## config.mk

```make
export PLATFORM = sky130hd
export DESIGN_NAME = char_lcd_refresh_controller
export DESIGN_NICKNAME = d
export VERILOG_FILES = /design/src/rtl/core/clcd_pkg.sv /design/src/rtl/core/clcd_ram.sv /design/src/rtl/core/clcd_fbuf.sv /design/src/rtl/core/clcd_seq.sv /design/src/rtl/core/char_lcd_refresh_controller.sv
export VERILOG_INCLUDE_DIRS = /design/src /design/src/rtl/core
export SDC_FILE = /design/constraint.sdc
export NUM_CORES = 1
export LEC_CHECK = 0
export ABC_CLOCK_PERIOD_IN_PS = 6900
export BUFFER_PORTS_ARGS = -buffer_cell sky130_fd_sc_hd__buf_4
export CAP_MARGIN = 40
export CORE_MARGIN = 10
export CORE_UTILIZATION = 50
export CTS_BUF_LIST = sky130_fd_sc_hd__clkbuf_8
export CTS_CLUSTER_DIAMETER = 200
export DETAILED_ROUTE_END_ITERATION = 10
export HOLD_SLACK_MARGIN = 0.1
export PLACE_DENSITY = 0.7
export SYNTH_ARGS = -nofsm -noshare
export SYNTH_HDL_FRONTEND = slang
export SYNTH_SLANG_ARGS = --single-unit
```

## constraint.sdc

```tcl
create_clock -name clk_i -period 6.9 [get_ports clk_i]
set_input_delay 0.345 -clock clk_i [delete_from_list [all_inputs] [get_ports clk_i]]
set_output_delay 0.345 -clock clk_i [all_outputs]
set_load 0.02 [all_outputs]
```

## src/rtl/core/assert_macros.svh

```systemverilog
// ----------------------------------------------------------------------------
// Assertion macros
// Shared assertion wrappers clocked on clk_i and disabled while rst_ni is low.
// ----------------------------------------------------------------------------
`ifndef ASSERT_MACROS_SVH
`define ASSERT_MACROS_SVH

// The property must hold at every clock edge out of reset.
`define ASSERT_ALWAYS(lbl, prop, msg) \
  lbl: assert property (@(posedge clk_i) disable iff (!rst_ni) (prop)) \
    else $error(msg);

// The consequent must hold in the same cycle as the antecedent.
`define ASSERT_IMPLIES(lbl, ante, cons, msg) \
  lbl: assert property (@(posedge clk_i) disable iff (!rst_ni) (ante) |-> (cons)) \
    else $error(msg);

// The consequent must hold in the cycle after the antecedent.
`define ASSERT_NEXT(lbl, ante, cons, msg) \
  lbl: assert property (@(posedge clk_i) disable iff (!rst_ni) (ante) |=> (cons)) \
    else $error(msg);

`endif

```

## src/rtl/core/clcd_pkg.sv

```systemverilog
// ----------------------------------------------------------------------------
// clcd_pkg
// Shared types, constants and init tables of the character LCD controller.
// ----------------------------------------------------------------------------
`timescale 1ns / 1ps
`default_nettype none

package clcd_pkg;

  // Frame buffer geometry: two lines of sixteen characters.
  localparam int BUFFER_CHARS = 32;
  localparam int LINE_CHARS   = BUFFER_CHARS / 2;
  localparam int FB_AW        = $clog2(BUFFER_CHARS);
  localparam int COL_W        = $clog2(LINE_CHARS) + 1;
  localparam int INIT_STEPS   = 9;

  // Widths of timing values.
  localparam int WAIT_W  = 26;
  localparam int DELAY_W = 13;

  // Character and command codes.
  localparam logic [7:0] SPACE_CHAR   = 8'h20;
  localparam logic [7:0] CMD_SET_ADDR = 8'h80;
  localparam logic [7:0] LINE2_OFFSET = 8'h40;

  // Delays in microseconds.
  localparam logic [DELAY_W-1:0] CURSOR_DELAY_US = 13'd37;
  localparam logic [15:0]        POWER_UP_US     = 16'd40000;

  // Input operation codes.
  localparam logic OP_TICK  = 1'b0;
  localparam logic OP_WRITE = 1'b1;

  // Configuration register indexes.
  localparam logic [1:0] REG_TICKS_PER_US = 2'd0;
  localparam logic [1:0] REG_SETUP_TICKS  = 2'd1;
  localparam logic [1:0] REG_HALF_TICKS   = 2'd2;

  // Configuration values seen by the sequencer.
  typedef struct packed {
    logic [9:0] ticks_per_us;
    logic [7:0] setup_ticks;
    logic [9:0] half_cycle_ticks;
  } cfg_t;

  // Pin levels and status after one item.
  typedef struct packed {
    logic       rs;
    logic       enable;
    logic [3:0] nibble;
    logic       ready;
  } pins_t;

  // Init table: command byte of each step.
  function automatic logic [7:0] init_byte(input logic [3:0] k);
    logic [7:0] b;
    unique case (k)
      4'd0, 4'd1, 4'd2: b = 8'h30;
      4'd3:             b = 8'h20;
      4'd4:             b = 8'h28;
      4'd5:             b = 8'h0C;
      4'd6:             b = 8'h06;
      4'd7:             b = 8'h01;
      4'd8:             b = 8'h02;
      default:          b = 8'hFF;
    endcase
    return b;
  endfunction

  // Init table: the first four steps send the upper nibble only.
  function automatic logic init_single(input logic [3:0] k);
    return (k < 4'd4);
  endfunction

  // Init table: wait after each step in microseconds.
  function automatic logic [DELAY_W-1:0] init_us(input logic [3:0] k);
    logic [DELAY_W-1:0] d;
    unique case (k)
      4'd0:                   d = 13'd4100;
      4'd1, 4'd2:             d = 13'd100;
      4'd3, 4'd4, 4'd5, 4'd6: d = 13'd37;
      4'd7:                   d = 13'd2000;
      4'd8:                   d = 13'd1520;
      default:                d = '0;
    endcase
    return d;
  endfunction

endpackage

`default_nettype wire

```

## src/rtl/core/clcd_ram.sv

```systemverilog
// ----------------------------------------------------------------------------
// clcd_ram
// Generic single-write, single-read RAM with a registered read port.
// ----------------------------------------------------------------------------
`timescale 1ns / 1ps
`default_nettype none

module clcd_ram #(
  parameter int WIDTH = 8,
  parameter int DEPTH = 32
) (
  input  wire logic                     clk_i,
  input  wire logic                     we_i,
  input  wire logic [$clog2(DEPTH)-1:0] waddr_i,
  input  wire logic [WIDTH-1:0]         wdata_i,
  input  wire logic [$clog2(DEPTH)-1:0] raddr_i,
  output      logic [WIDTH-1:0]         rdata_o
);

  logic [WIDTH-1:0] mem_q [DEPTH];

  // Write port and registered read port.
  always_ff @(posedge clk_i) begin
    if (we_i) begin
      mem_q[waddr_i] <= wdata_i;
    end
    rdata_o <= mem_q[raddr_i];
  end

endmodule

`default_nettype wire

```

## src/rtl/core/clcd_fbuf.sv

```systemverilog
// ----------------------------------------------------------------------------
// clcd_fbuf
// Frame buffer: RAM plus per-entry valid bits, unwritten entries read as space.
// ----------------------------------------------------------------------------
`timescale 1ns / 1ps
`default_nettype none

module clcd_fbuf
  import clcd_pkg::*;
(
  input  wire logic             clk_i,
  input  wire logic             rst_ni,
  input  wire logic             we_i,
  input  wire logic [FB_AW-1:0] waddr_i,
  input  wire logic [7:0]       wdata_i,
  input  wire logic [FB_AW-1:0] raddr_i,
  output      logic [7:0]       rdata_o
);

  logic [BUFFER_CHARS-1:0] valid_q;
  logic                    rvalid_q;
  logic [7:0]              ram_rdata;

  // Character storage.
  clcd_ram #(
    .WIDTH(8),
    .DEPTH(BUFFER_CHARS)
  ) u_ram (
    .clk_i  (clk_i),
    .we_i   (we_i),
    .waddr_i(waddr_i),
    .wdata_i(wdata_i),
    .raddr_i(raddr_i),
    .rdata_o(ram_rdata)
  );

  // Valid bits track written entries; the read side samples them with the RAM.
  always_ff @(posedge clk_i or negedge rst_ni) begin
    if (!rst_ni) begin
      valid_q  <= '0;
      rvalid_q <= 1'b0;
    end else begin
      if (we_i) begin
        valid_q[waddr_i] <= 1'b1;
      end
      rvalid_q <= valid_q[raddr_i];
    end
  end

  // An entry never written since reset holds a space.
  assign rdata_o = rvalid_q ? ram_rdata : SPACE_CHAR;

endmodule

`default_nettype wire

```

## src/rtl/core/clcd_seq.sv

```systemverilog
// ----------------------------------------------------------------------------
// clcd_seq
// Display sequencer: power-up wait, init table, refresh and nibble timing.
// ----------------------------------------------------------------------------
`timescale 1ns / 1ps
`default_nettype none
`include "assert_macros.svh"

module clcd_seq
  import clcd_pkg::*;
(
  input  wire logic             clk_i,
  input  wire logic             rst_ni,
  input  wire logic             tick_i,
  input  wire cfg_t             cfg_i,
  output      logic [FB_AW-1:0] fb_raddr_o,
  input  wire logic [7:0]       fb_rdata_i,
  output      pins_t            pins_nxt_o
);

  typedef enum logic [1:0] {PH_POWER, PH_INIT, PH_ALIVE, PH_WRITE} phase_e;
  typedef enum logic [1:0] {ST_SETUP, ST_HIGH, ST_LOW} step_e;
  typedef enum logic [1:0] {MODE_NONE, MODE_CTRL, MODE_DATA} mode_e;

  phase_e             phase_q, phase_d, ret_q, ret_d;
  step_e              step_q, step_d;
  mode_e              mode_q, mode_d;
  logic               single_q, single_d;
  logic [7:0]         byte_q, byte_d;
  logic [DELAY_W-1:0] delay_q, delay_d;
  logic [3:0]         init_q, init_d;
  logic [COL_W-1:0]   col_q, col_d;
  logic               row_q, row_d;
  logic [WAIT_W-1:0]  wait_q, wait_d;
  logic               rs_q, rs_d, en_q, en_d;
  logic [3:0]         nib_q, nib_d;
  logic               load_q, load_d;

  // Issue request built by the phase logic.
  logic               iss_en, iss_single, iss_load;
  logic [7:0]         iss_byte;
  mode_e              iss_mode;
  logic [DELAY_W-1:0] iss_delay;
  phase_e             iss_ret;

  logic [7:0]         byte_cur;
  logic [15:0]        mul_a;
  logic [WAIT_W-1:0]  prod, half_w, post_wait;

  // Conditions used by the checks at the end of the module.
  logic               nib_low_phase, data_xfer;

  // A data byte read from the buffer arrives in the cycle after its issue.
  assign byte_cur   = load_q ? fb_rdata_i : byte_q;
  assign fb_raddr_o = {row_q, col_q[COL_W-2:0]};

  // One multiplier serves the power-up wait and the post-byte wait.
  assign mul_a     = (phase_q == PH_POWER) ? POWER_UP_US : 16'(delay_q);
  assign prod      = WAIT_W'(mul_a) * WAIT_W'(cfg_i.ticks_per_us);
  assign half_w    = WAIT_W'(cfg_i.half_cycle_ticks);
  assign post_wait = (prod > half_w) ? prod : half_w;

  // Next-state logic, advanced by one tick beat.
  always_comb begin
    phase_d  = phase_q;
    ret_d    = ret_q;
    step_d   = step_q;
    mode_d   = mode_q;
    single_d = single_q;
    byte_d   = byte_cur;
    delay_d  = delay_q;
    init_d   = init_q;
    col_d    = col_q;
    row_d    = row_q;
    wait_d   = wait_q;
    rs_d     = rs_q;
    en_d     = en_q;
    nib_d    = nib_q;
    load_d   = 1'b0;

    iss_en     = 1'b0;
    iss_single = 1'b0;
    iss_load   = 1'b0;
    iss_byte   = '0;
    iss_mode   = MODE_CTRL;
    iss_delay  = '0;
    iss_ret    = PH_ALIVE;

    if (tick_i) begin
      if (wait_q != '0) begin
        wait_d = wait_q - WAIT_W'(1);
      end else begin
        unique case (phase_q)
          PH_POWER: begin
            init_d  = '0;
            phase_d = PH_INIT;
            wait_d  = prod;
          end
          PH_INIT: begin
            if (init_q < 4'(INIT_STEPS)) begin
              init_d     = init_q + 4'd1;
              iss_en     = 1'b1;
              iss_byte   = init_byte(init_q);
              iss_single = init_single(init_q);
              iss_delay  = init_us(init_q);
              iss_ret    = PH_INIT;
            end else begin
              phase_d = PH_ALIVE;
            end
          end
          PH_ALIVE: begin
            iss_en = 1'b1;
            if (col_q >= COL_W'(LINE_CHARS)) begin
              // Cursor to the start of the current line.
              col_d     = '0;
              iss_byte  = CMD_SET_ADDR | (row_q ? LINE2_OFFSET : 8'h00);
              iss_delay = CURSOR_DELAY_US;
            end else begin
              // Next character of the line, fetched from the frame buffer.
              col_d    = col_q + COL_W'(1);
              iss_mode = MODE_DATA;
              iss_load = 1'b1;
              if (col_q == COL_W'(LINE_CHARS - 1)) begin
                row_d = ~row_q;
              end
            end
          end
          PH_WRITE: begin
            if (step_q == ST_SETUP) begin
              rs_d   = (mode_q == MODE_DATA);
              step_d = ST_HIGH;
              wait_d = WAIT_W'(cfg_i.setup_ticks);
            end else if (step_q == ST_HIGH) begin
              nib_d  = byte_cur[7:4];
              en_d   = 1'b1;
              step_d = ST_LOW;
              wait_d = half_w;
            end else begin
              en_d   = 1'b0;
              step_d = ST_HIGH;
              if (!single_q) begin
                single_d = 1'b1;
                byte_d   = {byte_cur[3:0], 4'h0};
                wait_d   = half_w;
              end else begin
                wait_d  = post_wait;
                phase_d = ret_q;
              end
            end
          end
          default: phase_d = PH_POWER;
        endcase
      end
    end

    // Start a byte transfer, with a select setup only on a mode change.
    if (iss_en) begin
      byte_d   = iss_byte;
      load_d   = iss_load;
      single_d = iss_single;
      delay_d  = iss_delay;
      ret_d    = iss_ret;
      phase_d  = PH_WRITE;
      if (mode_q != iss_mode) begin
        mode_d = iss_mode;
        step_d = ST_SETUP;
      end else begin
        step_d = ST_HIGH;
      end
    end
  end

  // Pin levels after the current item.
  always_comb begin
    pins_nxt_o.rs     = rs_d;
    pins_nxt_o.enable = en_d;
    pins_nxt_o.nibble = nib_d;
    pins_nxt_o.ready  = (phase_d == PH_ALIVE) ||
                        ((phase_d == PH_WRITE) && (ret_d == PH_ALIVE));
  end

  // State and pin registers.
  always_ff @(posedge clk_i or negedge rst_ni) begin
    if (!rst_ni) begin
      phase_q  <= PH_POWER;
      ret_q    <= PH_POWER;
      step_q   <= ST_SETUP;
      mode_q   <= MODE_NONE;
      single_q <= 1'b0;
      byte_q   <= '0;
      delay_q  <= '0;
      init_q   <= '0;
      col_q    <= COL_W'(LINE_CHARS);
      row_q    <= 1'b0;
      wait_q   <= '0;
      rs_q     <= 1'b0;
      en_q     <= 1'b0;
      nib_q    <= '0;
      load_q   <= 1'b0;
    end else begin
      phase_q  <= phase_d;
      ret_q    <= ret_d;
      step_q   <= step_d;
      mode_q   <= mode_d;
      single_q <= single_d;
      byte_q   <= byte_d;
      delay_q  <= delay_d;
      init_q   <= init_d;
      col_q    <= col_d;
      row_q    <= row_d;
      wait_q   <= wait_d;
      rs_q     <= rs_d;
      en_q     <= en_d;
      nib_q    <= nib_d;
      load_q   <= load_d;
    end
  end

  // A nibble pulse is in its high half, and a data byte of the refresh loop is in flight.
  assign nib_low_phase = (phase_q == PH_WRITE) && (step_q == ST_LOW);
  assign data_xfer     = (phase_q == PH_WRITE) && (mode_q == MODE_DATA) &&
                         (ret_q == PH_ALIVE);

  // Enable is high only between the high and low halves of a nibble.
  `ASSERT_IMPLIES(a_en_in_pulse, en_q, nib_low_phase, "enable high outside a nibble pulse")
  // A pending buffer fetch belongs to a data transfer of the refresh loop.
  `ASSERT_IMPLIES(a_load_data, load_q, data_xfer, "buffer fetch outside a data transfer")
  // The init step never runs past the end of the table.
  `ASSERT_ALWAYS(a_init_range, init_q <= 4'(INIT_STEPS), "init step beyond table")

endmodule

`default_nettype wire

```

## src/rtl/core/char_lcd_refresh_controller.sv

```systemverilog
// ----------------------------------------------------------------------------
// char_lcd_refresh_controller
// HD44780-style 2x16 character LCD refresh controller on a 4-bit bus.
// ----------------------------------------------------------------------------
// Usage:
//   Input beats carry either one time tick (op_i low) or a write of char_value_i
//   into the 32-entry frame buffer at char_index_i (indexes of 32 or more are
//   dropped). Every input beat yields exactly one output beat carrying the LCD
//   pin levels and display_ready_o as they stand after that beat.
//   An accepted beat is registered in the output or skid register, and one
//   beat is accepted per clock cycle while in_ready_o is high; the frame
//   buffer RAM is read when a data byte issues and the read word is forwarded.
//   The output side has a main register and a skid register: while the
//   receiver stalls, one more input beat is taken, after which in_ready_o
//   drops until the main register drains.
//   Reset clears the sequencer and the buffer valid bits, so every buffer
//   entry reads as a space at once; the first tick starts the 40 ms power-up
//   wait, then the init table runs and refresh follows without end.
//   Registers (APB, byte address 4*i): ticks_per_us, setup_ticks,
//   half_cycle_ticks; write them only while the block is idle.
// ----------------------------------------------------------------------------
`timescale 1ns / 1ps
`default_nettype none
`include "assert_macros.svh"

module char_lcd_refresh_controller
  import clcd_pkg::*;
(
  input  wire logic        clk_i,
  input  wire logic        rst_ni,
  // Configuration port
  input  wire logic        psel,
  input  wire logic        penable,
  input  wire logic        pwrite,
  input  wire logic [3:0]  paddr,
  input  wire logic [31:0] pwdata,
  output      logic [31:0] prdata,
  output      logic        pready,
  // Input channel
  input  wire logic        in_valid_i,
  output      logic        in_ready_o,
  input  wire logic        op_i,
  input  wire logic [7:0]  char_value_i,
  input  wire logic [5:0]  char_index_i,
  // Output channel
  output      logic        out_valid_o,
  input  wire logic        out_ready_i,
  output      logic        lcd_rs_o,
  output      logic        lcd_enable_o,
  output      logic [3:0]  lcd_nibble_o,
  output      logic        display_ready_o
);

  cfg_t             cfg_q;
  logic             cfg_we;
  logic             accept, tick, fb_we;
  logic [FB_AW-1:0] fb_raddr;
  logic [7:0]       fb_rdata;
  pins_t            pins_nxt;
  logic             out_valid_q, skid_valid_q;
  pins_t            out_q, skid_q;
  logic             pop;

  // Configuration registers.
  assign pready = 1'b1;
  assign cfg_we = psel & penable & pwrite & pready;

  always_ff @(posedge clk_i or negedge rst_ni) begin
    if (!rst_ni) begin
      cfg_q.ticks_per_us     <= 10'd50;
      cfg_q.setup_ticks      <= 8'd3;
      cfg_q.half_cycle_ticks <= 10'd25;
    end else if (cfg_we) begin
      unique case (paddr[3:2])
        REG_TICKS_PER_US: cfg_q.ticks_per_us     <= pwdata[9:0];
        REG_SETUP_TICKS:  cfg_q.setup_ticks      <= pwdata[7:0];
        REG_HALF_TICKS:   cfg_q.half_cycle_ticks <= pwdata[9:0];
        default:          ;
      endcase
    end
  end

  // Register read data.
  always_comb begin
    unique case (paddr[3:2])
      REG_TICKS_PER_US: prdata = {22'd0, cfg_q.ticks_per_us};
      REG_SETUP_TICKS:  prdata = {24'd0, cfg_q.setup_ticks};
      REG_HALF_TICKS:   prdata = {22'd0, cfg_q.half_cycle_ticks};
      default:          prdata = '0;
    endcase
  end

  // Input beat decode.
  assign in_ready_o = ~skid_valid_q;
  assign accept     = in_valid_i & in_ready_o;
  assign tick       = accept & (op_i == OP_TICK);
  assign fb_we      = accept & (op_i == OP_WRITE) & ~char_index_i[5];

  clcd_fbuf u_fbuf (
    .clk_i  (clk_i),
    .rst_ni (rst_ni),
    .we_i   (fb_we),
    .waddr_i(char_index_i[FB_AW-1:0]),
    .wdata_i(char_value_i),
    .raddr_i(fb_raddr),
    .rdata_o(fb_rdata)
  );

  clcd_seq u_seq (
    .clk_i     (clk_i),
    .rst_ni    (rst_ni),
    .tick_i    (tick),
    .cfg_i     (cfg_q),
    .fb_raddr_o(fb_raddr),
    .fb_rdata_i(fb_rdata),
    .pins_nxt_o(pins_nxt)
  );

  // Output register with a skid stage behind it.
  assign pop = out_valid_q & out_ready_i;

  always_ff @(posedge clk_i or negedge rst_ni) begin
    if (!rst_ni) begin
      out_valid_q  <= 1'b0;
      skid_valid_q <= 1'b0;
    end else if (!out_valid_q || pop) begin
      if (skid_valid_q) begin
        out_valid_q  <= 1'b1;
        skid_valid_q <= 1'b0;
      end else begin
        out_valid_q <= accept;
      end
    end else if (accept) begin
      skid_valid_q <= 1'b1;
    end
  end

  always_ff @(posedge clk_i) begin
    if (!out_valid_q || pop) begin
      out_q <= skid_valid_q ? skid_q : pins_nxt;
    end else if (accept) begin
      skid_q <= pins_nxt;
    end
  end

  assign out_valid_o     = out_valid_q;
  assign lcd_rs_o        = out_q.rs;
  assign lcd_enable_o    = out_q.enable;
  assign lcd_nibble_o    = out_q.nibble;
  assign display_ready_o = out_q.ready;

  // The skid stage is only used behind a full output register.
  `ASSERT_IMPLIES(a_skid_behind_main, skid_valid_q, out_valid_q, "skid full with output empty")
  // Every accepted beat leaves a result waiting in the output register.
  `ASSERT_NEXT(a_accept_fills, accept, out_valid_q, "accepted beat lost")
  // A write beat never advances the sequencer.
  `ASSERT_IMPLIES(a_write_no_tick, fb_we, !tick, "write treated as tick")

endmodule

`default_nettype wire
```

== Yosys cells after proc, flatten, opt, wreduce, memory -nomap -nowiden ==
Memories as Yosys holds them, arrays and structs flattened. A register that Yosys moved wholly into a read port is not among the register bits.
Cells that the tools add are included.

* Bits in latches: 0
* Input port bits: 58
* Bits in registers: 150
* ROM bits: 288
* Memories kept: 3
* Output and inout port bits: 42
* Word-level logic and storage cells: 198
* Bits in writable memories: 256

{| class="wikitable"
|+ Memory list
! memory !! depth !! bits a word !! read ports !! clocked after Yosys merged registers in !! wr ports !! RTL line !! text
|-
| u_fbuf.u_ram.mem_q || 32 || 8 || 1 || 1 || 1 || clcd_ram.sv:20 || <nowiki>logic [WIDTH-1:0] mem_q [DEPTH];</nowiki>
|-
| (name not given) || 16 || 10 || 1 || 0 || 0 || clcd_pkg.sv:78 || <nowiki>unique case (k)</nowiki>
|-
| (name not given) || 16 || 8 || 1 || 0 || 0 || clcd_pkg.sv:57 || <nowiki>unique case (k)</nowiki>
|}

* Bitwise logic cells: 15
* Div/mod/pow operators: 0
* Reductions and logical operators: 25
* Shift-type cells: 0
* Add/subtract/negate cells: 3
* Eq/ne operators: 16
* $mul: 1
* $lt $le $gt $ge: 7
* Multiplexer cells: 98

{| class="wikitable"
|+ Operators with widths
! operator !! number
|-
| $mux 26 || 5
|-
| $mux 8 || 13
|-
| $pmux 26 s2 || 1
|-
| $mux 2 || 22
|-
| $mux 13 || 3
|-
| $mux 1 || 35
|-
| $or 32x32->32 || 1
|-
| $pmux 10 s3 || 1
|-
| $gt 26x10->1 || 1
|-
| $mul 16x10->26 || 1
|-
| $pmux 13 s2 || 1
|-
| $reduce_bool 26->1 || 1
|-
| $sub 26x1->26 const B || 1
|-
| $mux 4 || 6
|-
| $mux 16 || 1
|-
| $pmux 8 s2 || 1
|-
| $eq 2x2->1 const B || 7
|-
| $mux 7 || 2
|-
| $lt 5x6->1 const B || 2
|-
| $reduce_and 2->1 || 6
|-
| $reduce_and 5->1 || 2
|-
| $ne 2x1->1 const B || 4
|-
| $pmux 4 s2 || 1
|-
| $reduce_bool 2->1 || 4
|-
| other kinds (24) || 43
|}

== Depth between registers and ports, before layout ==
* Depth after elaboration: 11
* Mapped depth: 32
* Depth with buffers taken out: 29

== Hierarchy ==
Synthesis repeated with hierarchy kept, for this count alone.

* Cell total of the unflattened synthesis: 1752
* Area, all modules: 22504.1 sq um

{| class="wikitable"
|+ Modules (own cells, without submodules)
! module !! times used !! area an instance (sq um) !! cells an instance !! sequential area each (sq um)
|-
| clcd_ram || 1 || 10053.4 || 417 || 7847.5
|-
| clcd_seq || 1 || 8853.5 || 1052 || 1677.9
|-
| char_lcd_refresh_controller || 1 || 2043.2 || 152 || 1181.1
|-
| clcd_fbuf || 1 || 1554.0 || 131 || 825.8
|}

== Least setup slack after synthesis ==
No wires, ideal clock.

* Path type: flip-flop to flip-flop
* Start point: register u_seq.phase_q[1]
* End point: register u_seq.wait_q[7]
* Buffers on the path: 2
* Arrival: 7124 ps
* Required time: 6818 ps
* Path slack: -306 ps
* Stages on the path, launching flop included: 32
* Library setup time: 82 ps
* Clock period less this slack: 7206 ps
* Path through: dfrtp_1 > inv_1 > ha_1 > nor2b_1 > clkbuf_1 > nand2_1 > fa_1 > inv_1 > ha_1 > inv_1 > fa_1 > inv_1 > fa_1 > inv_1 > fa_1 > inv_1 > ha_1 > and3_1 > a221oi_1 > xnor2_1 > ha_1 > a211oi_1 > o21ai_0 > nor2_1 > a21oi_1 > nor4bb_1 > nand4_1 > o311a_1 > buf_2 > mux2i_1 > or3_1 > a31oi_1

* Cells in the longest elaborated chain, start to end: 10
* Elaborated cells on any way between the ends: 13
* Those cells by class: 1 x mul; 1 x order compare; 1 x eq/ne; 7 x mux; 3 x reduce/logical

{| class="wikitable"
|+ Ends and longest elaborated chain
! item !! RTL line !! text
|-
| start: declaration || clcd_seq.sv:25 || <nowiki>phase_e phase_q, phase_d, ret_q, ret_d;</nowiki>
|-
| start signal: assignment || clcd_seq.sv:201 || <nowiki>phase_q <= phase_d;</nowiki>
|-
| $logic_not 2->1 || clcd_seq.sv:58, clcd_seq.sv:93 ||
|-
| $mux 16 || clcd_seq.sv:58 || <nowiki>assign mul_a = (phase_q == PH_POWER) ? POWER_UP_US : 16'(delay_q);</nowiki>
|-
| $mul 16x10->26 || clcd_seq.sv:59 || <nowiki>assign prod = WAIT_W'(mul_a) * WAIT_W'(cfg_i.ticks_per_us);</nowiki>
|-
| $gt 26x10->1 || clcd_seq.sv:61 || <nowiki>assign post_wait = (prod > half_w) ? prod : half_w;</nowiki>
|-
| $mux 26 || clcd_seq.sv:61 ||
|-
| $mux 26 || clcd_seq.sv:141 || <nowiki>if (!single_q) begin</nowiki>
|-
| $mux 26 || clcd_seq.sv:133 || <nowiki>end else if (step_q == ST_HIGH) begin</nowiki>
|-
| $mux 26 || clcd_seq.sv:129 || <nowiki>if (step_q == ST_SETUP) begin</nowiki>
|-
| $pmux 26 s2 || clcd_seq.sv:93 || <nowiki>unique case (phase_q)</nowiki>
|-
| $mux 26 || clcd_seq.sv:90 || <nowiki>if (wait_q != '0) begin</nowiki>
|-
| end signal: assignment || clcd_seq.sv:211 || <nowiki>wait_q <= wait_d;</nowiki>
|-
| end: declaration || clcd_seq.sv:34 || <nowiki>logic [WAIT_W-1:0] wait_q, wait_d;</nowiki>
|}

Parallel ways exist; a longest one is shown, timed or not.
A chain may end at the register's enable or synchronous reset.

== Worst setup path in the final report ==
* Start point: register u_seq.phase_q[1]
* End point: register u_seq.wait_q[0]

Same word-level chain as after synthesis.

==> flow_summary_export.csv <==
group,metric,value,unit
run_status,outcome,"completed",
synthesis,syn_area_per_cell,12.66,um^2
global_routing,grt_use_total,19.45,%
worst_setup_path,path_class,"register to register",
sta,setup_slack,18.36,ps
place,dpl-instance-area,23800,um^2
global_routing,grt_max_degree,67,
sta,rsz0062_at_grt,"true",
route,first_iter_violations,993,
sta,holdWs,153.0,ps
sta,maxSlewViolCount,0,
worst_setup_path,cp_top_family,"adder cells",
sta,fmax,0.1453,GHz
route,post_drt_via_cell_ratio,5.651,
worst_setup_path,cp.required,7430,ps
sta,finalCritPeriodShare,99.73,%
worst_setup_path,cp_max_fo,6,
route,num_vias,14569,
route,drt_pass1_iterations,7,
clock_tree,clk_latency,630,ps
floorplanning,initial_core_util,50.30,%
clock_tree,root_buffer,"clkbuf_8",
synthesis,ys_types,85,
global_routing,grt_pass1_vias,15106,
clock_tree,clock_sinks,408,
sta,tightest_slew,877.3,ps
finish,syn_to_final_growth,16.19,%
finish,fin_area,25730,um^2
floorplanning,die-area,53110,um^2
worst_setup_path,critPathCaptureType,"register",
route,drcViolationCount,0,
sta,fin_setup_tns,0,ps
sta,setup_viol,0,
route,routed_wl,51750,um
floorplanning,die_w,230.5,um
synthesis,ys.flop_type,"edfxtp_1",
power,p_per_area,353.9,nW/um^2
worst_setup_path,path_buf_inv,7,
floorplanning,top_level_ports,100,
clock_tree,cts_buffers,66,
synthesis,synth_warnings,0,
power,p_leak,10.44,nW
place,io_buffers,52,
worst_hold_path,hold_start,"char_value_i[0]",
floorplanning,die_height,230.5,um
worst_setup_path,cp_slowest_cell,"fa_1",
floorplanning,rows,77,
worst_setup_path,rr_startpoint,"u_seq.phase_q[1]",
clock_tree,clock_path_buffers,3,
clock_tree,tritoncts,"yes",
finish,nNetsFinal,2156,
synthesis,synth_cells,1749,
worst_setup_path,critPathMaxStageDelay,520,ps
global_routing,grt_pass1_wl,82500,um
finish,final_cells,2578,
global_routing,antenna_found_initial,1,
synthesis,async_flop_share,31.86,%
worst_setup_path,rrSetupSlack,20,ps
synthesis,synth-seq-area-share,52.07,%
worst_hold_path,worstHoldEndpoint,"u_fbuf.u_ram.mem_q[9][0]",
sta,finClkSkew,27.38,ps
worst_setup_path,reg2regPathDepth,30,
place,placedCellCount,2425,
finish,drive_gt1_share,26.01,%
flow_run,cap_viol_max_count,0,
global_routing,overflow,0,
sta,hold_viol_final,0,
place,preCtsSetupSlack,-311.5,ps
synthesis,synth_seq_cells,408,
power,peakVddDrop,0.3815,mV
synthesis,synth_area,22150,um^2
route,wire_per_inst,20.07,um
synthesis,synth_edf_count,270,
place,dp_hpwl,37570,um
worst_hold_path,holdPathStages,1,
sta,fin_crit,6882,ps
worst_hold_path,hold_path.class,"primary input to register",
place,gp_congestion,0.8825,
worst_setup_path,arrival,7420,ps
route,drt.antenna.violating_nets,0,
worst_setup_path,r2r-end,"u_seq.wait_q[0]",
worst_setup_path,startpoint_type,"register",
clock_tree,clkTransAtPathRegs,60,ps
clock_tree,htree_levels,3,
floorplanning,core-area,44030,um^2
finish,nFillCells,3512,
sta,maxSlewHeadroom,41.30,%
## sequential cells by signal, indices dropped and copies added, names as in the netlist, 2 cells and up
name	count
u_seq.delay_q	7
u_fbuf.u_ram.rdata_o	8
u_seq.ret_q	2
u_seq.init_q	4
u_seq.mode_q	2
u_fbuf.valid_q	32
u_seq.byte_q	8
skid_q	7
u_seq.nib_q	4
cfg_q	28
u_seq.col_q	5
lcd_nibble_o	4
u_seq.step_q	2
u_seq.wait_q	26
u_seq.phase_q	2
u_fbuf.u_ram.mem_q	256
## area by class of cell
class | count | area [um^2] | area share, %
antenna | 2 | 5.005 | 0.01945
clock inverter | 44 | 275.3 | 1.070
timing repair buffer | 198 | 1620 | 6.297
multi-input combinational | 1143 | 10070 | 39.15
clock buffer | 76 | 1046 | 4.065
inverter | 115 | 431.7 | 1.678
sequential | 408 | 11540 | 44.84
tap | 592 | 740.7 | 2.879
## worst max-delay path by stage
stage	start	cells past startpoint	to
global placement	u_seq.phase_q[0]	29	u_seq.wait_q[7]
CTS	u_seq.phase_q[0]	27	u_seq.wait_q[7]
floorplan	u_seq.phase_q[1]	29	u_seq.wait_q[7]
detailed placement	u_seq.phase_q[0]	29	u_seq.wait_q[0]
finish	u_seq.phase_q[1]	30	u_seq.wait_q[0]
global route	u_seq.phase_q[1]	27	u_seq.wait_q[6]
## timing repair
action | CTS | global route
pin swaps | 13 | 37
setup buffers | 6 | 7
endpoints found under the setup margin | 22 | 22
resized for setup | 21 | 59
hold buffers | 17 | 0
gates cloned | 0 | 1
endpoints found under the hold margin | 168 | 0
## stage by stage
stage | power (mW) | util [%]
floorplan | 5.457 | -
global placement | 6.802 | 53.64
detailed placement | 6.849 | 54.06
CTS | 9.005 | 57.77
global route | 9.775 | 58.44
finish | 9.106 | 58.44
## cell usage after synthesis, types with 18 or more instances
cell	instances	area share, %
a21oi_1	87	2.0
and2_1	50	1.4
buf_4	24	0.81
clkbuf_1	60	1.0
dfrtp_1	121	14
edfxtp_1	270	37
fa_1	66	6.0
ha_1	100	5.6
inv_1	113	1.9
mux2_2	32	1.6
mux2i_1	19	0.86
mux4_2	90	9.2
nand2_1	158	2.7
nand3_1	24	0.54
nor2_1	107	1.8
nor2b_1	31	0.88
o21ai_0	94	2.1
or2_2	37	1.0
xnor2_1	18	0.71
## metal layers
layer / track usage, % / vias to the layer above / routed length (um)
met5: 0 / - / 0
met4: 7.359 / 0 / 1430
met3: 2.870 / 96 / 2315
met2: 33.59 / 415 / 26530
met1: 24.44 / 7369 / 21470
li1: - / 6689 / -
## layout by cell type (no fill, tap or decap), types with 76 or more instances in the layout
cell      netlist  final
a21oi_1        87     78
buf_4          24    171
clkbuf_8        0     76
dfrtp_1       121    119
edfxtp_1      270    270
ha_1          100     94
inv_1         113    132
mux4_2         90     90
nand2_1       158    155
nor2_1        107    103
o21ai_0        94     81
## power by group
| part | total [mW] | switching (mW) | internal (mW) |
|---|---|---|---|
| sequential | 2.86 | 0.130 | 2.73 |
| clock | 2.05 | 0.955 | 1.10 |
| combinational | 4.20 | 2.29 | 1.91 |
| total | 9.11 | 3.37 | 5.73 |
## logic make-up (layout without fill, tap and decap cells)
kind of cell | count (synthesis) | after routing | share of synthesized area (%)
muxes | 143 | 143 | 11.74
AOI/OAI and AO/OA | 281 | 281 | 7.650
adders and majority gates | 166 | 166 | 11.62
and+or+nand+nor | 498 | 498 | 11.34
DFF | 408 | 408 | 52.07
other | 2 | 25 | 0.03391
xor gates and xnor gates | 32 | 32 | 1.266
buffers and inverters | 219 | 433 | 4.282
Note: power is estimated with default switching activity, not from simulation.
